## config.mk

```make
export PLATFORM = sky130hd
export DESIGN_NAME = ibswm_debug
export DESIGN_NICKNAME = d
export VERILOG_FILES = /design/src/rtl/ibswm_pkg.sv /design/src/rtl/ibswm_debug.sv
export SDC_FILE = /design/constraint.sdc
export NUM_CORES = 1
export LEC_CHECK = 0
export ABC_CLOCK_PERIOD_IN_PS = 6100
export BUFFER_PORTS_ARGS = -buffer_cell sky130_fd_sc_hd__buf_2
export CAP_MARGIN = 25
export CORE_ASPECT_RATIO = 0.75
export CORE_MARGIN = 2
export CORE_UTILIZATION = 28
export DETAILED_ROUTE_END_ITERATION = 10
export PLACE_DENSITY = 0.47
export SKIP_LAST_GASP = 1
export SLEW_MARGIN = 20
export SYNTH_ARGS = -nofsm -noshare
export SYNTH_HDL_FRONTEND = slang
export SYNTH_SLANG_ARGS = --single-unit
```

## constraint.sdc

```tcl
create_clock -name clk -period 6.1 [get_ports clk]
set_input_delay 0.61 -clock clk [delete_from_list [all_inputs] [get_ports clk]]
set_output_delay 0.61 -clock clk [all_outputs]
set_load 0.01 [all_outputs]
```

## src/rtl/ibswm_pkg.sv

```systemverilog
// ----------------------------------------------------------------------------
// ibswm_pkg
// Types and codes shared by the instruction break, step and watchdog monitor.
// ----------------------------------------------------------------------------
`default_nettype none

package ibswm_pkg;

  localparam logic [31:0] NONE_PC = 32'hFFFF_FFFF;

  typedef enum logic [2:0] {
    ACT_DISPATCH = 3'd0,
    ACT_RESUME   = 3'd1,
    ACT_REARM    = 3'd2,
    ACT_CLEAR    = 3'd3,
    ACT_READ     = 3'd4
  } action_t;

  typedef enum logic [2:0] {
    REG_COV_LO     = 3'd0,
    REG_COV_HI     = 3'd1,
    REG_COV_ENABLE = 3'd2,
    REG_BREAK_ADDR = 3'd3,
    REG_BREAK_EN   = 3'd4,
    REG_SINGLE_STP = 3'd5,
    REG_WD_LIMIT   = 3'd6
  } cfg_reg_t;

  typedef enum logic [1:0] {
    REASON_NONE     = 2'd0,
    REASON_BREAK    = 2'd1,
    REASON_WATCHDOG = 2'd2
  } reason_t;

  typedef enum logic [1:0] {
    TOK_NONE  = 2'd0,
    TOK_COVER = 2'd1,
    TOK_READ  = 2'd2
  } tok_kind_t;

  // Token that walks the coverage cell chain, one cell per cycle while the chain is not held.
  typedef struct packed {
    logic        valid;
    tok_kind_t   kind;
    logic [31:0] pc;
    logic [7:0]  idx;
    logic        found;
    logic        added;
    logic [31:0] data;
  } cov_tok_t;

  typedef struct packed {
    logic [31:0] break_addr;
    logic        break_enable;
    logic        single_step;
    logic [31:0] watchdog_limit;
  } dbg_cfg_t;

  typedef struct packed {
    logic        frozen;
    reason_t     reason;
    logic [31:0] stop_pc;
    logic [31:0] stop_total;
    logic        fired;
  } dbg_status_t;

endpackage

`default_nettype wire

```

## src/rtl/ibswm_debug.sv

```systemverilog
// ----------------------------------------------------------------------------
// ibswm_debug
// Stop logic: instruction watchdog, two-count single step and breakpoint.
// ----------------------------------------------------------------------------
`default_nettype none

module ibswm_debug (
  input  wire                     clk,
  input  wire                     rst,
  input  wire                     go,
  input  ibswm_pkg::action_t      action,
  input  wire  [31:0]             pc,
  input  ibswm_pkg::dbg_cfg_t     cfg,
  output ibswm_pkg::dbg_status_t  status
);

  logic [31:0]            ticks;
  logic [31:0]            ticks_next;
  logic [1:0]             countdown;
  logic [1:0]             countdown_next;
  ibswm_pkg::dbg_status_t status_next;
  logic [31:0]            ticks_inc;
  logic                   wd_on;

  assign ticks_inc = ticks + 32'd1;
  assign wd_on     = (cfg.watchdog_limit != 32'd0) && !status.frozen;

  always_comb begin
    status_next    = status;
    ticks_next     = ticks;
    countdown_next = countdown;
    if (go) begin
      unique case (action)
        ibswm_pkg::ACT_DISPATCH: begin
          if (wd_on) begin
            ticks_next = ticks_inc;
          end
          if (wd_on && (ticks_inc >= cfg.watchdog_limit)) begin
            status_next.fired   = 1'b1;
            status_next.frozen  = 1'b1;
            status_next.reason  = ibswm_pkg::REASON_WATCHDOG;
            status_next.stop_pc = pc;
          end else if ((countdown == 2'd1) ||
                       (cfg.break_enable && (pc == cfg.break_addr))) begin
            status_next.frozen     = 1'b1;
            status_next.reason     = ibswm_pkg::REASON_BREAK;
            status_next.stop_pc    = pc;
            status_next.stop_total = status.stop_total + 32'd1;
          end
          if (!(wd_on && (ticks_inc >= cfg.watchdog_limit)) && (countdown != 2'd0)) begin
            countdown_next = countdown - 2'd1;
          end
        end
        ibswm_pkg::ACT_RESUME: begin
          status_next.frozen = 1'b0;
          status_next.fired  = 1'b0;
          ticks_next         = 32'd0;
        end
        ibswm_pkg::ACT_REARM: begin
          status_next.frozen     = 1'b0;
          status_next.fired      = 1'b0;
          status_next.stop_total = 32'd0;
          status_next.reason     = ibswm_pkg::REASON_NONE;
          status_next.stop_pc    = ibswm_pkg::NONE_PC;
          ticks_next             = 32'd0;
          countdown_next         = cfg.single_step ? 2'd2 : 2'd0;
        end
        default: begin
        end
      endcase
    end
  end

  always_ff @(posedge clk) begin
    if (rst) begin
      status.frozen     <= 1'b0;
      status.reason     <= ibswm_pkg::REASON_NONE;
      status.stop_pc    <= ibswm_pkg::NONE_PC;
      status.stop_total <= 32'd0;
      status.fired      <= 1'b0;
      ticks             <= 32'd0;
      countdown         <= 2'd0;
    end else begin
      status    <= status_next;
      ticks     <= ticks_next;
      countdown <= countdown_next;
    end
  end

endmodule

`default_nettype wire

```

==> flow_summary_export.csv <==
group,metric,value,unit
logic_synthesis,yosys_register_bits,102,
grt,grt_pass1_vias,5503,
timing,setup_tns,0,ns
clock_tree,clockBufferDepth,2,
floorplan,initial_core_util,28.75,%
logic_synthesis,synth_xor_xnor_area_share,10.56,%
timing,slew_headroom,30.96,%
logic_synthesis,synthDistinctLibCells,49,
detailed_routing,drcViolationCount,0,
worst_setup_path,path_max_fanout,19,
grt,overflow,0,
worst_hold_path,hold_path.class,"reg2reg",
floorplan,die_w,175.0,um
floorplan,rows,46,
power,netSwitchingPower,0.0003739,W
power,leakagePower,3.085,nW
logic_synthesis,yosysSeqAreaShare,33.26,%
worst_setup_path,critPathKind,"reg2reg",
logic_synthesis,syn-num-nets,936,
timing,setup_viol,0,
placement,pre_cts_slack,0.8659,ns
timing,hold_viol,0,
power,p_clk_share,42.1,%
power,seqPwrFrac,46.7,%
placement,port_buffers,171,
detailed_routing,vias,5973,
layout,drive_above_1_share,21.50,%
power,peakVddDrop,167.5,uV
detailed_routing,wl,18670,um
placement,place_congestion,0.7943,
power,swShare,25.72,%
logic_synthesis,synth_edf_count,0,
clock_tree,tritoncts,"yes",
timing,period_share,86.57,%
worst_setup_path,worstPathArrival,5.57,ns
power,combPwrFrac,11.2,%
logic_synthesis,yosys_warnings,0,
clock_tree,cts_setup_buffers,0,
worst_setup_path,cp.required,6.39,ns
flow_run,drv_cap,0,
worst_setup_path,crit_path_start_kind,"register",
grt,grt_pass1_wl,29870,um
grt,antenna_found_initial,1,
clock_tree,cts_sinks,102,
clock_tree,root_buffer,"clkbuf_16",
layout,fin_nets,1079,
worst_setup_path,critPathCaptureType,"register",
logic_synthesis,synth-simple-area-share,27.59,%
detailed_routing,drt_iter0_drc,252,
floorplan,die_y,132.2,um
logic_synthesis,syn_inst,796,
timing,setup_ws,0.8190,ns
clock_tree,htree_levels,3,
logic_synthesis,synth_top_flop_cell,"dfxtp_1",
grt,track_usage,16.07,%
detailed_routing,ant_nets,0,
grt,grt_max_degree,68,
logic_synthesis,muxShareOfSynthArea,0.3261,%
detailed_routing,wire_per_inst,15.15,um
floorplan,core,21350,um^2
timing,rsz0062_at_grt,"false",
detailed_routing,viasPerCell,4.844,
clock_tree,cts_hold_buf,0,
clock_tree,numCtsBuffers,9,
logic_synthesis,synth_compound_area_share,15.14,%
power,p_int,0.001080,W
floorplan,pin_count,172,
logic_synthesis,synthAdderAreaFrac,7.336,%
logic_synthesis,avgSynthCellArea,7.713,um^2
placement,hpwlAfterDp,13870,um
timing,fmax,189.4,MHz
timing,min_period,5.281,ns
timing,drv_slew,0,
detailed_routing,drtPass1Iterations,5,
timing,finClkSkew,0.009901,ns
floorplan,die-area,23140,um^2
outcome,status,"complete, no violations",
layout,syn_to_final_growth,23.07,%
clock_tree,cts_resized,0,
logic_synthesis,ys_async_sr_fraction,0,%
power,power_density,192.4,nW/um^2
logic_synthesis,synth_top_family_by_area,"simple AND/OR/NAND/NOR gates",
clock_tree,path_clk_slew,0.07,ns
logic_synthesis,synth_area,6140,um^2
timing,tightestPinTransition,1.036,ns
clock_tree,clock_latency,0.35,ns
layout make-up:
cell class                      instances  area [um^2]
Tap cell                              288        360.3
Fill cell                            2247        13800
Antenna cell                            1        2.502
Multi-Input combinational cell        605         3760
Timing Repair Buffer                  178        918.4
Sequential cell                       102         2042
Clock buffer                           12        256.5
Clock inverter                          4        55.05
Inverter                               43        161.4
stage by stage:
stage	total power [W]	util [%]	hold WS, ns	instances	instance area, um^2
4_1_cts	0.001482	35.30	0.4643	1231	7538
6_report	0.001454	35.39	0.4597	1233	7556
5_1_grt	0.001529	35.37	0.4747	1232	7553
3_3_place_gp	0.0008594	33.85	0.4411	1215	7227
3_5_place_dp	0.0008587	33.85	0.4497	1215	7227
2_1_floorplan	0.0007782	-	0.4408	796	6140
final timing paths:
path	from	to	slack, ns	cells after the start
setup reg to reg	ticks[0]	status[32]	0.82	17
hold reg to reg	status[66]	status[66]	0.46	2
hold / removal	status[66]	status[66]	0.46	2
setup / recovery	ticks[0]	status[32]	0.82	17
per-layer routing:
metal	global-route usage [%]	routed length (um)	share of wire, %
met1	23.20	9496	51
met4	2.546	106	0.57
met2	23.52	7809	42
met5	0	0	0
met3	5.248	1262	6.8
synthesized netlist by cell type (all sizes together), types with 3 or more instances:
library cell | n | area share [%]
ha | 36 | 7.3
nor3 | 12 | 1.1
a21oi | 105 | 8.6
inv | 43 | 2.6
buf | 12 | 1.1
or4 | 10 | 1.2
nand3 | 34 | 2.9
clkbuf | 34 | 2.1
nand4 | 22 | 2.4
a2bb2oi | 3 | 0.43
xnor2 | 26 | 3.7
o31ai | 11 | 1.3
nor3b | 3 | 0.37
a21o | 3 | 0.37
dfxtp | 102 | 33
o21ai | 30 | 2.4
and3 | 11 | 1.1
o21a | 5 | 0.61
nor4 | 50 | 5.3
and4 | 6 | 0.86
xor2 | 48 | 6.8
and2 | 13 | 1.3
nand2 | 61 | 3.7
or3 | 16 | 1.6
nor2 | 80 | 4.9
critical path, stage by stage, from the launching register on:
cell and delay, ns:
dfxtp_1 0.41, ha_1 0.25, and3_1 0.33, nand4_2 0.26
or3_1 0.53, nor2_1 0.30, nand2_1 0.16, xnor2_1 0.16
ha_1 0.31, a21oi_1 0.15, nand2_1 0.07, a221oi_1 0.42
a21oi_1 0.14, nor2_1 0.15, buf_4 0.21, nand4_1 0.59
or4_1 0.64, a21oi_1 0.14
power groups by stage:
stage | combinational [W] | clock [W] | sequential [W]
after CTS | 0.000165 | 0.000638 | 0.000679
after detailed placement | 0.000164 | 0 | 0.000694
after global routing | 0.000183 | 0.000666 | 0.000680
after floorplan | 0.0000810 | 0 | 0.000697
after global placement | 0.000165 | 0 | 0.000694
final | 0.000163 | 0.000612 | 0.000679
logic make-up (layout without fill, tap and decap cells):
logic type,count (synthesis),in the layout
compound gates,168,168
xor+xnor,74,74
fa+ha+maj,36,36
buf+inv,89,237
flops,102,102
mux,2,2
other cells,0,1
simple gates,325,325
sequential cells by signal, indices dropped and copies added, names as in the netlist:
name and count:
countdown 2, ticks 32, status 68
cell usage in the layout, fill, tap and decap left out, types with 16 or more instances in the layout:
master / count
or3_1: 16
dfxtp_1: 102
buf_2: 170
nand4_1: 20
nand2_1: 61
xor2_1: 48
nand3_1: 33
a21oi_1: 105
inv_1: 43
o21ai_0: 29
nor2_1: 80
xnor2_1: 26
ha_1: 36
nor4_1: 48
No activity file was read; power rests on OpenSTA's default activity.
