`src/rtl/ibswm_pkg.sv`:
```
// ----------------------------------------------------------------------------
// ibswm_pkg
// Types and codes shared by the instruction break, step and watchdog monitor.
// ----------------------------------------------------------------------------
`default_nettype none

package ibswm_pkg;

  localparam logic [31:0] NONE_PC = 32'hFFFF_FFFF;

  typedef enum logic [2:0] {
    ACT_DISPATCH = 3'd0,
    ACT_RESUME   = 3'd1,
    ACT_REARM    = 3'd2,
    ACT_CLEAR    = 3'd3,
    ACT_READ     = 3'd4
  } action_t;

  typedef enum logic [2:0] {
    REG_COV_LO     = 3'd0,
    REG_COV_HI     = 3'd1,
    REG_COV_ENABLE = 3'd2,
    REG_BREAK_ADDR = 3'd3,
    REG_BREAK_EN   = 3'd4,
    REG_SINGLE_STP = 3'd5,
    REG_WD_LIMIT   = 3'd6
  } cfg_reg_t;

  typedef enum logic [1:0] {
    REASON_NONE     = 2'd0,
    REASON_BREAK    = 2'd1,
    REASON_WATCHDOG = 2'd2
  } reason_t;

  typedef enum logic [1:0] {
    TOK_NONE  = 2'd0,
    TOK_COVER = 2'd1,
    TOK_READ  = 2'd2
  } tok_kind_t;

  // Token that walks the coverage cell chain, one cell per cycle while the chain is not held.
  typedef struct packed {
    logic        valid;
    tok_kind_t   kind;
    logic [31:0] pc;
    logic [7:0]  idx;
    logic        found;
    logic        added;
    logic [31:0] data;
  } cov_tok_t;

  typedef struct packed {
    logic [31:0] break_addr;
    logic        break_enable;
    logic        single_step;
    logic [31:0] watchdog_limit;
  } dbg_cfg_t;

  typedef struct packed {
    logic        frozen;
    reason_t     reason;
    logic [31:0] stop_pc;
    logic [31:0] stop_total;
    logic        fired;
  } dbg_status_t;

endpackage

`default_nettype wire

```
`src/rtl/ibswm_cell.sv`:
```
// ----------------------------------------------------------------------------
// ibswm_cell
// One coverage slot: compares, appends or reads out, then passes the token on.
// ----------------------------------------------------------------------------
`default_nettype none

module ibswm_cell #(
  parameter int INDEX  = 0,
  parameter int FILL_W = 9
) (
  input  wire                   clk,
  input  wire                   rst,
  input  wire                   en,
  input  wire  [FILL_W-1:0]     fill,
  input  ibswm_pkg::cov_tok_t   tok_in,
  output ibswm_pkg::cov_tok_t   tok_out
);

  localparam logic [FILL_W-1:0] MY_SLOT = FILL_W'(INDEX);

  logic [31:0]         entry;
  logic                wr;
  ibswm_pkg::cov_tok_t tok_next;

  always_comb begin
    tok_next = tok_in;
    wr       = 1'b0;
    if (tok_in.valid) begin
      case (tok_in.kind)
        ibswm_pkg::TOK_COVER: begin
          if ((MY_SLOT < fill) && (entry == tok_in.pc)) begin
            tok_next.found = 1'b1;
          end else if ((MY_SLOT == fill) && !tok_in.found) begin
            wr             = 1'b1;
            tok_next.added = 1'b1;
          end
        end
        ibswm_pkg::TOK_READ: begin
          if (32'(tok_in.idx) == 32'(INDEX)) begin
            tok_next.data = entry;
          end
        end
        default: begin
        end
      endcase
    end
  end

  always_ff @(posedge clk) begin
    if (rst) begin
      tok_out.valid <= 1'b0;
    end else if (en) begin
      tok_out <= tok_next;
    end
  end

  always_ff @(posedge clk) begin
    if (en && wr) begin
      entry <= tok_in.pc;
    end
  end

endmodule

`default_nettype wire

```
`config.mk`:
```
export PLATFORM = sky130hd
export DESIGN_NAME = ibswm_cell
export DESIGN_NICKNAME = d
export VERILOG_FILES = /design/src/rtl/ibswm_pkg.sv /design/src/rtl/ibswm_cell.sv
export SDC_FILE = /design/constraint.sdc
export NUM_CORES = 1
export LEC_CHECK = 0
export BUFFER_PORTS_ARGS = -buffer_cell sky130_fd_sc_hd__buf_4
export CELL_PAD_IN_SITES_DETAIL_PLACEMENT = 0
export CELL_PAD_IN_SITES_GLOBAL_PLACEMENT = 1
export CORE_MARGIN = 1
export CORE_UTILIZATION = 38
export CTS_CLUSTER_SIZE = 28
export DETAILED_ROUTE_END_ITERATION = 8
export PLACE_DENSITY = 0.87
export SYNTH_ARGS = -nofsm -noshare
export SYNTH_HDL_FRONTEND = slang
export SYNTH_SLANG_ARGS = --single-unit
```
`constraint.sdc`:
```
create_clock -name clk -period 12.9 [get_ports clk]
set_input_delay 0.645 -clock clk [delete_from_list [all_inputs] [get_ports clk]]
set_output_delay 0.645 -clock clk [all_outputs]
set_load 0.01 [all_outputs]
```
==> qor.txt, run 1 <==
area delta synth->final -> 36.2%
Die Ht -> 108 um
Seq cells post-synth -> 109
post-synthesis sequential area ratio -> 76.6%
startpoint types -> input port
Routed wire per std cell -> 16.3 um
Yosys warning count -> 0
PortBufs -> 165
Setup CP Type -> in2reg
Post-DP HPWL -> 6260 um
met3 wire len -> 606 um
post-synth net total -> 294
antenna diode count -> 0
Starting Density -> 39.1%
post-cts sizing count -> 0
Total GRT Usage -> 14.8%
# hold bufs at CTS -> 0
# H-tree levels -> 3
DRC viols -> 0
global-route wire length before repair -> 12600 um
worst skew pair latency -> 360 ps
# nets final -> 467
Final min period -> 2590 ps
TritonCTS buffer count -> 9
layout cells sized above 1 -> 56.4%
Sink Count -> 109
Setup Skew -> 3.96 ps
LEAKAGE -> 0.00237 uW
post-route antenna net violation count -> 0
Top Layer Used -> met4
Yosys cell types -> 22
antenna violations before repair -> 0
syn avg cell area -> 20.8 um^2
Final Hold Slack -> 460 ps
CP Capture Type -> flip-flop
Max clock buf depth -> 2
status -> finished clean
Die X-Extent -> 108 um
Rel. slew slack -> 26.5%
total wire length -> 8540 um
gr ovfl total -> 0
Fill cells -> 893
first-pass iteration count of the detailed router -> 4
clock root buffer -> clkbuf_8
Detailed Route Iter0 Violations -> 52
Max IR drop VDD -> 0.0000596 V
Setup TNS -> 0 ps
final hold violation count -> 0
measured slew at the worst slew-check pin -> 1100 ps
met2 WL -> 4240 um
Rows -> 38
Max Slew Vio Count -> 0
drt via density -> 4.57
fin crit share -> 20.1%
synthesized area -> 4260 um^2
Critical Path RT -> 13020 ps
clk slew on worst S/H paths -> 90 ps
dpl ws -> 9890 ps
HP Class -> in2reg
max frequency -> 386 MHz
pin count of the biggest net entering global routing -> 41
Setup violations, final -> 0
vias in the first global route -> 2426
M1 WL -> 3600 um
Max-Cap Viols -> 0
# Post-CTS Setup Buffers -> 0
P per Cell Area -> 118 nW/um^2
vias post-DR -> 2389
final RePlAce weighted congestion -> 0.714
io pins -> 166
DIE AREA -> 11600 um^2
Mapped Cells -> 205
crit-path max FO -> 32
worst path arrival time -> 2710 ps
core area -> 10900 um^2
final setup margin -> 10310 ps
RSZ-0062 raised after global routing -> no
CTS tree -> done
total power draw -> 686 uW
flip-flops by register name, indices dropped and copies added, names as in the netlist:
name	cells
tok_out	77
entry	32
cells in the mapped netlist:
| cell type | instances | area share [%] |
|---|---|---|
| and2_1 | 1 | 0.15 |
| buf_12 | 3 | 1.4 |
| buf_6 | 1 | 0.26 |
| dfxtp_1 | 1 | 0.47 |
| edfxtp_1 | 108 | 76 |
| inv_1 | 1 | 0.088 |
| mux2_2 | 2 | 0.53 |
| mux2_4 | 30 | 11 |
| mux2i_1 | 1 | 0.23 |
| nand3_1 | 2 | 0.23 |
| nand3b_1 | 1 | 0.18 |
| nand4_1 | 3 | 0.44 |
| nor2_1 | 3 | 0.26 |
| nor2b_1 | 1 | 0.15 |
| nor3_1 | 3 | 0.35 |
| nor4_1 | 8 | 1.2 |
| nor4_2 | 1 | 0.29 |
| o31ai_1 | 1 | 0.18 |
| or2_2 | 1 | 0.15 |
| or4_1 | 1 | 0.18 |
| xnor2_1 | 2 | 0.41 |
| xor2_1 | 30 | 6.2 |
stage by stage:
step	cells	area, um^2	util [%]
2_1_floorplan	205	4260	-
3_3_place_gp	507	5620	51.6
3_5_place_dp	507	5620	51.6
4_1_cts	523	5800	53.3
5_1_grt	523	5800	53.3
6_report	523	5800	53.3
layout by cell type, fill, tap and decap left out, types with 2 or more instances in the layout:
cell type / synthesis / final
nor4_1: 8 / 8
edfxtp_1: 108 / 108
xnor2_1: 2 / 2
mux2_2: 2 / 2
nand3_1: 2 / 2
mux2_4: 30 / 30
clkinv_2: 0 / 2
nand4_1: 3 / 3
buf_4: 0 / 166
xor2_1: 30 / 30
nor3_1: 3 / 3
clkbuf_1: 0 / 2
clkbuf_8: 0 / 9
nor2_1: 3 / 3
worst max-delay path, cell delays in order:
cell     delay, ps
buf_4          110
nor4_2         240
nand4_1        130
or4_2         1090
mux2_4         470
worst paths after layout:
check	start	endpoint	slack [ps]	cells past startpoint
setup reg to reg	entry[24]	tok_out[33]	11290	4
hold reg to reg	tok_out[76]	tok_out[76]	530	2
setup / recovery	tok_in[35]	tok_out[22]	10310	5
hold / removal	rst	tok_out[76]	460	2
cell families after synthesis:
| logic type | synth area share, % |
|---|---|
| buf+inv | 1.76 |
| simple gates | 3.55 |
| xor+xnor | 6.58 |
| flops | 76.6 |
| mux | 11.3 |
| compound gates | 0.176 |
final cells by class:
type | count | area, um^2 | share of cell area, %
sequential | 109 | 3260 | 56.2
timing repair buffer | 166 | 1250 | 21.5
multi-input combinational | 91 | 932 | 16.1
tap | 140 | 175 | 3.02
clock buffer | 11 | 131 | 2.26
clock inverter | 5 | 51.3 | 0.884
inverter | 1 | 3.75 | 0.0647
routing by layer:
metal | vias to the layer above | global-route usage, %
met5 | - | 0
met1 | 1148 | 18.1
li1 | 1137 | -
met4 | 0 | 4.70
met2 | 93 | 24.5
met3 | 11 | 5.27
power by group:
part	total [uW]	switching [uW]	internal, uW
combinational	76.3	31.2	45.1
clock	198	109	88.8
sequential	412	4.65	407
No activity file was read; power rests on OpenSTA's default activity.
==> run 2: changes to the inputs <==
==> constraint.sdc (replaced) <==
create_clock -name clk -period 2.4 [get_ports clk]
set_input_delay 0.12 -clock clk [delete_from_list [all_inputs] [get_ports clk]]
set_output_delay 0.12 -clock clk [all_outputs]
set_load 0.01 [all_outputs]
==> run 2 against run 1 <==
Net effect:
- worst setup slack worse by 10000 ps
- count of clock-buffer cells in the layout down 1
- flip-flop and latch count unchanged
- critical endpoint is now tok_out[26]
==> qor.txt, run 2 (same netlist as run 1, synthesis figures left out) <==
# nets final -> 514 (was 467)
Die X-Extent -> 108 um (unchanged)
Detailed Route Iter0 Violations -> 101 (was 52)
crit-path max FO -> 18 (was 32)
post-route antenna net violation count -> 0 (unchanged)
fin crit share -> 93.7%
critical path's slowest cell -> or4_2 (unchanged)
Top Layer Used -> met4 (unchanged)
Post-DP HPWL -> 6340 um (was 6260 um)
Crit path largest cell delay -> 570 ps (was 1090 ps)
M1 WL -> 3710 um (was 3600 um)
min-delay src -> tok_in[32] (was rst)
Fill cells -> 825 (was 893)
clk slew on worst S/H paths -> 100 ps (was 90 ps)
HP Class -> in2reg (unchanged)
Hold EP -> tok_out[32] (was tok_out[76])
final RePlAce weighted congestion -> 0.702 (was 0.714)
antenna violations before repair -> 0 (unchanged)
crit-path cells -> dlygate4sd3_1 > buf_4 > nor4_2 > nand4_1 > or4_2 > buf_4 > mux2_4 (was buf_4 > nor4_2 > nand4_1 > or4_2 > mux2_4)
area delta synth->final -> 47.3% (was 36.2%)
layout cells sized above 1 -> 51.6% (was 56.4%)
hold depth -> 2 (unchanged)
Setup CP Type -> in2reg (unchanged)
Largest Register -> tok_out (unchanged)
measured slew at the worst slew-check pin -> 711 ps (was 1100 ps)
LEAKAGE -> 0.00258 uW (was 0.00237 uW)
Max-Cap Viols -> 0 (unchanged)
met2 WL -> 4640 um (was 4240 um)
FF-to-FF setup slack -> 720 ps (was 11290 ps)
Routed wire per std cell -> 15.9 um (was 16.3 um)
Reg2Reg Depth -> 4 (unchanged)
max frequency -> 445 MHz
cell mode on critical path -> buf_4
Max Slew Vio Count -> 0 (unchanged)
Die Ht -> 108 um (unchanged)
PortBufs -> 165 (unchanged)
CP Capture Type -> flip-flop (unchanged)
DRC viols -> 0 (unchanged)
drt via density -> 4.55 (was 4.57)
DIE AREA -> 11600 um^2 (unchanged)
Max clock buf depth -> 2 (unchanged)
Critical Path Stages -> 7 (was 5)
RSZ-0062 raised after global routing -> no (unchanged)
Sink Count -> 109 (unchanged)
total wire length -> 9040 um (was 8540 um)
vias in the first global route -> 2672 (was 2426)
met3 wire len -> 579 um (was 606 um)
vias post-DR -> 2591 (was 2389)
startpoint types -> input port (unchanged)
total power draw -> 3750 uW (was 686 uW)
clock root buffer -> clkbuf_8 (unchanged)
Total GRT Usage -> 15.6% (was 14.8%)
worst path arrival time -> 2360 ps (was 2710 ps)
crit-path leading delay family -> simple AND/OR/NAND/NOR gates (unchanged)
WP buf/inv -> 3 (was 1)
worst skew pair latency -> 360 ps (about the same)
antenna diode count -> 0 (unchanged)
io pins -> 166 (unchanged)
dpl ws -> 345 ps (was 9890 ps)
CTS tree -> done (unchanged)
# H-tree levels -> 3 (unchanged)
P per Cell Area -> 597 nW/um^2 (was 118 nW/um^2)
gr ovfl total -> 0 (unchanged)
core area -> 10900 um^2 (unchanged)
final setup margin -> 151 ps (was 10310 ps)
reg2reg start -> entry[29] (was entry[24])
capturing point of the worst reg2reg path -> tok_out[33] (unchanged)
Setup Skew -> 9.54 ps (was 3.96 ps)
Setup TNS -> 0 ps (unchanged)
final hold violation count -> 0 (unchanged)
first-pass iteration count of the detailed router -> 4 (unchanged)
Setup violations, final -> 0 (unchanged)
global-route wire length before repair -> 13200 um (was 12600 um)
highest-count cells in the layout ignoring fill and taps -> buf_4 (169), edfxtp_1 (108), dlygate4sd3_1 (43) (was buf_4 (166), edfxtp_1 (108), mux2_4 (30), xor2_1 (30), clkbuf_8 (9))
pin count of the biggest net entering global routing -> 56 (was 41)
Max IR drop VDD -> 0.000326 V (was 0.0000596 V)
Starting Density -> 39.1% (unchanged)
TritonCTS buffer count -> 9 (unchanged)
Largest regs -> tok_out: 77 flops, entry: 32 flops (unchanged)
Final min period -> 2250 ps
# Post-CTS Setup Buffers -> 0 (unchanged)
number of flip-flops in the largest register -> 77 (unchanged)
Critical Path RT -> 2510 ps (was 13020 ps)
Rows -> 38 (unchanged)
commonest non-fill, non-tap cell in the layout -> buf_4 (unchanged)
Rel. slew slack -> 52.6% (was 26.5%)
status -> finished clean (unchanged)
[run 2: timing repair]
action                     in CTS  in global routing
hold endpoints to repair       75                  0
setup endpoints to repair       0                  0
hold buffers                   43                  0
gates resized for setup         0                  0
[run 2: power by group]
group	total, uW	internal (uW)	switching (uW)
combinational	471	289	182
sequential	2210	2190	24.8
clock	1060	475	587
total	3750	2950	794
[run 2: per-layer routing]
| metal | GRT usage [%] | vias up |
|---|---|---|
| li1 | - | 1231 |
| met1 | 18.2 | 1256 |
| met2 | 26.9 | 94 |
| met3 | 4.12 | 10 |
| met4 | 6.65 | 0 |
| met5 | 0 | - |
[run 2: area by class of cell]
| class | count | area (um^2) | area share [%] |
|---|---|---|---|
| clock buffers | 10 | 128 | 2.03 |
| clock inverters | 6 | 55.1 | 0.877 |
| repair buffers | 213 | 1720 | 27.4 |
| flip-flops and latches | 109 | 3260 | 52.0 |
| well taps | 140 | 175 | 2.79 |
| inverters | 1 | 3.75 | 0.0598 |
| multi-input cells | 91 | 932 | 14.9 |
[run 2: how the worst max path moves through the flow]
| stage | to | startpoint | slack, ps |
|---|---|---|---|
| floorplan | entry[0] | fill[5] | 510 |
| global placement | tok_out[20] | tok_in[35] | 360 |
| detailed placement | tok_out[26] | tok_in[35] | 340 |
| CTS | tok_out[26] | tok_in[35] | 190 |
| global route | tok_out[17] | tok_in[35] | 80 |
| finish | tok_out[26] | tok_in[35] | 150 |
[run 2: through the flow]
stage | utilization (%) | hold WS (ps) | cell area (um^2) | cells
after floorplan | - | 192 | 4270 | 205
after global placement | 52.0 | 309 | 5660 | 511
after detailed placement | 52.0 | 312 | 5660 | 511
after CTS | 57.6 | 1.68 | 6280 | 570
after global routing | 57.6 | 10.2 | 6280 | 570
final | 57.6 | 21.9 | 6280 | 570
[run 2: worst register-to-register path, stage by stage (launching register included)]
cell and delay (ps):
edfxtp_1 430, xor2_1 170, nor4_1 490, nand4_1 190, o31ai_1 230
